**src/aeag_pkg.sv**
```systemverilog
// Package for the array element address generator.
// Holds sizes, opcodes, item layouts and the write-request structs.
// No dependencies.
`default_nettype none

package aeag_pkg;

  localparam int MAX_ARRAYS = 16;
  localparam int MAX_DIMS   = 10;

  // One memory row per slot: C0 followed by one coefficient per dimension.
  localparam int ROW_LEN    = MAX_DIMS + 1;
  localparam int COEF_DEPTH = MAX_ARRAYS * ROW_LEN;
  localparam int ADDR_W     = $clog2(COEF_DEPTH);
  localparam int CNT_W      = $clog2(MAX_DIMS + 1);
  localparam int DIX_W      = (MAX_DIMS > 1) ? $clog2(MAX_DIMS) : 1;
  localparam int SIX_W      = (MAX_ARRAYS > 1) ? $clog2(MAX_ARRAYS) : 1;

  typedef enum logic [1:0] {
    OP_DECLARE = 2'd0,
    OP_BOUND   = 2'd1,
    OP_QUERY   = 2'd2
  } op_t;

  // Input tdata layout, lowest field last.
  typedef struct packed {
    logic signed [31:0] index_value;
    logic signed [31:0] upper_limit;
    logic signed [31:0] lower_limit;
    logic [3:0]         dim_total;
    logic [15:0]        element_bytes;
    logic signed [31:0] base_value;
    logic [3:0]         array_id;
  } in_item_t;

  typedef struct packed {
    logic              en;
    logic [ADDR_W-1:0] addr;
    logic [31:0]       data;
  } coef_wr_t;

  typedef struct packed {
    logic             en;
    logic [3:0]       slot;
    logic [CNT_W-1:0] dims;
  } dim_wr_t;

  function automatic logic [ADDR_W-1:0] coef_addr(input logic [3:0] slot,
                                                  input logic [CNT_W-1:0] k);
    return ADDR_W'(int'(slot) * ROW_LEN + int'(k));
  endfunction

  function automatic logic [31:0] mul32(input logic [31:0] a, input logic [31:0] b);
    logic [63:0] p;
    p = a * b;
    return p[31:0];
  endfunction

endpackage

`default_nettype wire

```
**src/aeag_coef_seq.sv**
```systemverilog
// Declaration tracking and coefficient setup sequencer.
// Collects the bounds of a declaration and walks the dimensions with one
// shared multiplier, issuing coefficient memory writes. Uses aeag_pkg.
`default_nettype none

module aeag_coef_seq import aeag_pkg::*; (
  input  wire logic     clk,
  input  wire logic     rst_n,
  input  wire logic     item_en,
  input  wire op_t      item_op,
  input  wire in_item_t item,
  output logic          busy,
  output coef_wr_t      coef_wr,
  output dim_wr_t       dim_wr
);

  typedef enum logic [1:0] {S_IDLE, S_PROD, S_EXT, S_C0} seq_state_t;

  seq_state_t       state_r;
  logic [3:0]       pend_slot_r;
  logic [31:0]      pend_base_r;
  logic [15:0]      pend_size_r;
  logic [CNT_W-1:0] pend_dims_r;
  logic [CNT_W-1:0] seen_r;
  logic [CNT_W-1:0] k_r;
  logic [31:0]      cur_r;
  logic [31:0]      acc_r;

  logic [31:0] lo_r  [MAX_DIMS];
  logic [31:0] ext_r [MAX_DIMS];

  logic [CNT_W-1:0] dims_sat;
  logic [CNT_W-1:0] seen_inc;
  logic [DIX_W-1:0] kix;
  logic             bound_ok;
  logic [31:0]      mul_b;
  logic [31:0]      prod;

  always_comb begin
    if (int'(item.dim_total) > MAX_DIMS) begin
      dims_sat = CNT_W'(MAX_DIMS);
    end else begin
      dims_sat = CNT_W'(item.dim_total);
    end
  end

  assign seen_inc = seen_r + 1'b1;
  assign kix      = DIX_W'(k_r - 1'b1);
  assign bound_ok = item_en && (item_op == OP_BOUND) && (pend_dims_r != '0) &&
                    (seen_r < pend_dims_r) && (state_r == S_IDLE);

  // The single multiplier takes the lower bound in S_PROD and the extent in S_EXT.
  assign mul_b = (state_r == S_PROD) ? lo_r[kix] : ext_r[kix];
  assign prod  = mul32(cur_r, mul_b);

  // Bound storage keeps the lower bound and the extent of each dimension.
  always_ff @(posedge clk) begin
    if (bound_ok) begin
      lo_r[DIX_W'(seen_r)]  <= item.lower_limit;
      ext_r[DIX_W'(seen_r)] <= item.upper_limit - item.lower_limit + 32'd1;
    end
  end

  always_ff @(posedge clk) begin
    if (!rst_n) begin
      state_r     <= S_IDLE;
      pend_slot_r <= '0;
      pend_base_r <= '0;
      pend_size_r <= '0;
      pend_dims_r <= '0;
      seen_r      <= '0;
      k_r         <= '0;
    end else begin
      case (state_r)
        S_IDLE: begin
          if (item_en && item_op == OP_DECLARE) begin
            seen_r      <= '0;
            pend_dims_r <= '0;
            if (item.dim_total != '0 && int'(item.array_id) < MAX_ARRAYS) begin
              pend_slot_r <= item.array_id;
              pend_base_r <= item.base_value;
              pend_size_r <= item.element_bytes;
              pend_dims_r <= dims_sat;
            end
          end else if (bound_ok) begin
            seen_r <= seen_inc;
            if (seen_inc == pend_dims_r) begin
              state_r <= S_PROD;
              k_r     <= pend_dims_r;
              cur_r   <= 32'(pend_size_r);
              acc_r   <= pend_base_r;
            end
          end
        end
        S_PROD: begin
          acc_r <= acc_r - prod;
          if (k_r == CNT_W'(1)) begin
            state_r <= S_C0;
          end else begin
            state_r <= S_EXT;
          end
        end
        S_EXT: begin
          cur_r   <= prod;
          k_r     <= k_r - 1'b1;
          state_r <= S_PROD;
        end
        S_C0: begin
          state_r     <= S_IDLE;
          pend_dims_r <= '0;
          seen_r      <= '0;
        end
        default: state_r <= S_IDLE;
      endcase
    end
  end

  assign busy = (state_r != S_IDLE);

  always_comb begin
    coef_wr.en   = (state_r == S_PROD) || (state_r == S_C0);
    coef_wr.addr = coef_addr(pend_slot_r, (state_r == S_PROD) ? k_r : '0);
    coef_wr.data = (state_r == S_PROD) ? cur_r : acc_r;
    dim_wr.en    = (state_r == S_C0);
    dim_wr.slot  = pend_slot_r;
    dim_wr.dims  = pend_dims_r;
  end

endmodule

`default_nettype wire

```
**config.mk**
```make
export PLATFORM = sky130hd
export DESIGN_NAME = aeag_coef_seq
export DESIGN_NICKNAME = d
export VERILOG_FILES = /design/src/aeag_pkg.sv /design/src/aeag_coef_seq.sv
export SDC_FILE = /design/constraint.sdc
export NUM_CORES = 2
export LEC_CHECK = 0
export BUFFER_PORTS_ARGS = -buffer_cell sky130_fd_sc_hd__buf_2
export CORE_MARGIN = 5
export CORE_UTILIZATION = 39
export DETAILED_ROUTE_END_ITERATION = 16
export GPL_TIMING_DRIVEN = 0
export PLACE_DENSITY = 0.53
export SETUP_SLACK_MARGIN = 0.05
export SLEW_MARGIN = 30
export SYNTH_ARGS = -nofsm -noshare
export SYNTH_HDL_FRONTEND = slang
export SYNTH_SLANG_ARGS = --single-unit
```
**constraint.sdc**
```tcl
create_clock -name clk -period 10.7 [get_ports clk]
set_input_delay 0.535 -clock clk [delete_from_list [all_inputs] [get_ports clk]]
set_output_delay 0.535 -clock clk [all_outputs]
set_load 0.01 [all_outputs]
```
# == After elaboration in Yosys (flattened, before gate mapping) ==
# Memories as Yosys holds them, arrays and structs flattened.
# Index checks and enable logic that the tools add are counted.
# word_totals
in_bits,157
mem_count,2
ff_bits,130
output_inout_bits,51
elab_cells,82
ramBits,640
# op_classes
eq_ne,11
order_cmp,2
add_sub_neg,6
muxes,29
mul,2
n_reduce_logical,21
# mem_list
memory,words,word_bits,read_ports,rd_clocked_by_memory_dff,wr,line_no,rtl
ext_r,10,32,1,0,1,aeag_coef_seq.sv:30,logic [31:0] ext_r [MAX_DIMS];
lo_r,10,32,1,0,1,aeag_coef_seq.sv:29,logic [31:0] lo_r [MAX_DIMS];
# ops
op,count
$mux W32,8
$pmux W32 S2,2
$sub A32 B32 Y32,2
$mux W4,9
$add A32 B1 Y32 const B,1
$mul A32 B32 Y32,1
$pmux W4 S2,3
$reduce_and A5 Y1,2
$add A8 B4 Y8,1
$mul A4 B4 Y8 const B,1
$pmux W2 S4,1
$reduce_bool A2 Y1,4
$reduce_bool A4 Y1,2
$mux W2,3
$reduce_and A3 Y1,2
$logic_and A1 B1 Y1,5
$add A4 B1 Y4 const B,1
$eq A2 B1 Y1 const B,2
$eq A2 B2 Y1 const B,2
$eq A4 B1 Y1 const B,1
$eq A4 B4 Y1,1
$gt A4 B4 Y1 const B,1
$logic_not A2 Y1,2
$lt A4 B4 Y1,1
8 further kinds,13

# == Logic depth before layout (Yosys ltp) ==
# depth
depth_word,8
mapped_depth,55
ltp_nobuf,43

# == Least setup slack after synthesis ==
# OpenSTA, ideal clock, no wires.
# synth_path
kind,register to register
startpoint,reg k_r[0]
endpoint,"reg acc_r[31], data pin"
period_less_slack_ps,11667
arrival_ps,11407
setup_ps,260
path_slack_ps,-967
required_time_ps,10440
path_stages_with_launch,56
path_buffers,13
path_cell_list,dfxtp_1 -> buf_6 -> buf_12 -> buf_12 -> buf_12 -> buf_8 -> buf_6 -> buf_2 -> inv_1 -> ha_1 -> buf_6 -> buf_12 -> buf_6 -> buf_6 -> buf_2 -> mux4_2 -> mux4_2 -> nand2_1 -> [20 not listed] -> and3_1 -> a21o_1 -> a21o_1 -> a21o_1 -> a21oi_1 -> xnor2_1 -> ha_1 -> a21o_1 -> a21o_1 -> a21oi_1 -> a2bb2oi_1 -> o2111ai_1 -> nand3_1 -> o2111ai_1 -> nand4b_1 -> a31oi_1 -> xor3_1 -> mux2_4
# synth_between
elab_chain_len,6
word_cells_on_any_way,7
cone_classes,add/sub (2); mul (1); mux (2); memory (2)
# synth_lines
element,line_no,rtl
from (decl),aeag_coef_seq.sv:25,logic [CNT_W-1:0] k_r;
from (signal assigned),aeag_coef_seq.sv:89,k_r <= pend_dims_r;
from (signal assigned),aeag_coef_seq.sv:105,k_r <= k_r - 1'b1;
$sub A4 B1 Y4 (*),aeag_coef_seq.sv:48,assign kix = DIX_W'(k_r - 1'b1);
"$mem_v2 Z10 W32, on equally long branches",n/a,
$mux W32 (*),aeag_coef_seq.sv:53,assign mul_b = (state_r == S_PROD) ? lo_r[kix] : ext_r[kix];
$mul A32 B32 Y32 (*),aeag_pkg.sv:55,p = a * b;
$sub A32 B32 Y32 (*),aeag_coef_seq.sv:96,acc_r <= acc_r - prod;
$pmux W32 S2 (*),aeag_coef_seq.sv:74,case (state_r)
to (signal assigned),aeag_coef_seq.sv:91,acc_r <= pend_base_r;
to (signal assigned),aeag_coef_seq.sv:96,
to (decl),aeag_coef_seq.sv:27,logic [31:0] acc_r;
# Every way passes the cells marked *; elsewhere a longest branch is shown, timed or not.
# A chain may end at the register's enable or synchronous reset.

# == Final worst setup path ==
# layout_path
startpoint,reg k_r[0]
endpoint,"reg acc_r[30], data pin"
# Same word-level chain as after synthesis.

==> qor.csv <==
stage,metric,value,unit
run_status,status,"finished, violations left",
run_status,failing checks,setup timing,
clock_tree,clock-pin slew on the worst setup and hold paths,0.06,ns
floorplan,Die W,369.2,um
routing,DR vias,31660,
logic_synthesis,Post-Syn Instances,3891,
placement,DP Wirelength,113900,um
logic_synthesis,synthesis-stage register bit count,770,
min_path,Hold Path Class,input port to flop,
logic_synthesis,Avg Inst Size Synth,12.93,um2
routing,final wirelength,152400,um
clock_tree,CTS tree,built,
global_route,grt total ovfl,0,
sta,fin crit share,109.8,%
critical_path,"Buf+Inv Stages, Crit Path",21,
global_route,global-route wire length before repair,224100,um
sta,Fmax,0.08512,GHz
sta,unrepaired setup endpoints after global routing,true,
final_layout,Final nets,5126,
logic_synthesis,ys flop type,edfxtp_1,
clock_tree,Clock Latency Late Sink,0.66,ns
floorplan,num ports,208,
placement,placed cell areas,54360,um2
sta,Final Max Tran Viols,0,
logic_synthesis,fraction of registers with async set/reset,0,%
final_layout,layout cells sized above 1,22.30,%
final_layout,post-route cell area,59310,um2
logic_synthesis,Yosys warning count,0,
clock_tree,CTS HTree Levels,3,
logic_synthesis,post-synthesis cell type count,86,
floorplan,Core ar.,127800,um2
routing,first drt pass iteration count,5,
placement,dpl ws,-2.879,ns
floorplan,row cnt,131,
critical_path,kind of critical path,flop to flop,
critical_path,Worst Setup End Kind,flop,
placement,gpl congestion,0.8751,
critical_path,Max stage delay on crit path,0.61,ns
global_route,initial antenna violation count,14,
sta,fin crit period,11.75,ns
global_route,pin count of the biggest net entering global routing,33,
critical_path,cell repeated most along the worst path,buf_12,
sta,Final setup viols,11,
floorplan,full die area,136300,um2
logic_synthesis,"count leader, synth",edfxtp_1,
final_layout,Fill cells,11600,
routing,ANT nets after route,0,
sta,Slew headroom,29.46,%
placement,Port Buffers,174,
logic_synthesis,syn nets,4702,
routing,WL/cell,25.21,um
sta,final hold vios,0,
floorplan,Initial Util,39.37,%
sta,Worst Tran Pin Value,1.058,ns
logic_synthesis,"top cells by count, synth","edfxtp_1 (704), inv_1 (559), nand2_1 (463)",
logic_synthesis,"EDFF count, synth",704,
logic_synthesis,cell area after synthesis,50330,um2
floorplan,Die Y,369.2,um
routing,via/cell ratio,5.237,
logic_synthesis,register area share after synthesis,44.63,%
critical_path,Crit path max-delay family,adder cells,
critical_path,Worst path slowest cell,fa_2,
clock_tree,cts bufs inserted,84,
sta,final setup margin,-1.048,ns
logic_synthesis,biggest area consumer among synthesized cells,edfxtp_1,
final_layout,synth-to-layout area growth,17.85,%
critical_path,CP required,11.10,ns
sta,Max Clock Skew,0.02209,ns
critical_path,critical path arrival,12.14,ns
global_route,vias in the first global route,33110,
critical_path,Startpoint Class,flop,
critical_path,crit-path max FO,7,
global_route,GR Util All Layers,22.42,%
routing,1st-iter DRT viols,2478,
clock_tree,Root Buffer,clkbuf_16,
routing,DRC violations left,0,
logic_synthesis,largest cells by area after synthesis,"edfxtp_1 (42%), fa_1 (16%), mux4_2 (6.6%)",
clock_tree,hold bufs inserted after CTS,0,
run,MaxCap Viol Count,0,
clock_tree,Longest Clk Path Bufs,3,
logic_synthesis,Synth top area share,42.00,%
clock_tree,CTS sink cnt,770,
==> final timing paths <==
path	startpoint	to	slack [ns]	cells after the start
worst min register to register	pend_base_r[4]$_SDFFE_PN0P_	pend_base_r[4]$_SDFFE_PN0P_	0.45	2
worst max register to register	k_r[0]$_SDFFE_PN0P_	acc_r[30]$_DFFE_PP_	-1.05	51
worst max-delay path	k_r[0]$_SDFFE_PN0P_	acc_r[30]$_DFFE_PP_	-1.05	51
worst min-delay path	item[49]	pend_size_r[13]$_SDFFE_PN0P_	0.12	3
==> metrics by stage <==
step           util (%)  setup TNS, ns  cells  hold slack (ns)
2_1_floorplan         -        -0.6110   3891           0.4338
3_3_place_gp      41.83        -777.72   5727           0.4468
3_5_place_dp      42.52         -51.23   5785           0.4492
4_1_cts           46.00         -6.500   6021          0.07048
5_1_grt           46.39         -11.37   6044           0.1095
6_report          46.39         -7.341   6045           0.1207
==> placed cells by master, fill, tap and decap left out, types with 55 or more instances in the layout <==
cell type / synthesis / routed
and2_1: 206 / 196
o21ai_0: 68 / 55
edfxtp_1: 704 / 704
dfxtp_1: 66 / 65
clkbuf_1: 110 / 98
xnor2_1: 108 / 88
mux2_2: 66 / 64
inv_1: 559 / 539
buf_4: 10 / 92
buf_2: 14 / 214
a21oi_1: 100 / 82
ha_1: 241 / 220
nor2b_1: 77 / 77
nand2_1: 463 / 452
fa_1: 413 / 399
clkbuf_16: 0 / 95
nor2_1: 81 / 75
mux4_2: 148 / 149
==> kinds of logic (layout without fill, tap and decap cells) <==
group / count (synthesis) / in the layout / share of synthesized area, %
multiplexers: 284 / 284 / 10.41
other: 0 / 1 / 0
adder cells (fa/ha/maj): 657 / 657 / 22.48
AO/OA/AOI/OAI: 338 / 338 / 4.311
flip-flops: 770 / 770 / 44.63
XOR/XNOR: 153 / 153 / 2.849
AND/OR/NAND/NOR: 955 / 955 / 9.176
buffers and inverters: 734 / 1225 / 6.148
==> registers in the layout (all words and copies together), names as in the netlist <==
signal and flops:
state_r 2, seen_r 4, lo_r 320, acc_r 32
k_r 4, pend_dims_r 4, pend_size_r 16, pend_slot_r 4
pend_base_r 32, cur_r 32, ext_r 320
==> layer usage <==
metal,track usage (%),vias up,share of wire (%)
met2,39.02,946,50
met1,29.51,16400,41
li1,-,14090,-
met5,0,-,0.032
met3,3.436,211,5.7
met4,5.612,8,2.7
==> repair_timing <==
action / 4_1_cts / 5_1_grt
setup buffers: 82 / 24
cloned: 3 / 0
setup endpoints to repair: 36 / 19
pin swaps: 88 / 60
gates resized for setup: 201 / 85
==> final cells by class <==
class	instances	area [um2]	share of cell area (%)
diodes	1	2.502	0.004219
plain buffers	174	1388	2.339
clock buffers	116	2391	4.031
clock inverters	37	389.1	0.6560
inverters	560	2122	3.578
multi-input cells	2387	25860	43.60
flip-flops and latches	770	22470	37.88
well taps	1662	2079	3.506
repair buffers	338	2616	4.411
==> worst register-to-register path, delay by kind of cell, from the launching register on <==
| kind | cells | cell delay, ns |
|---|---|---|
| fa+ha+maj | 13 | 5.37 |
| xor+xnor | 1 | 0.29 |
| flops | 1 | 0.36 |
| simple gates | 7 | 0.95 |
| mux | 2 | 0.85 |
| compound gates | 7 | 1.40 |
| buf+inv | 21 | 2.32 |
Power is not shown: default switching activity piles up to over one toggle a cycle in this logic, so the estimate is an artifact.
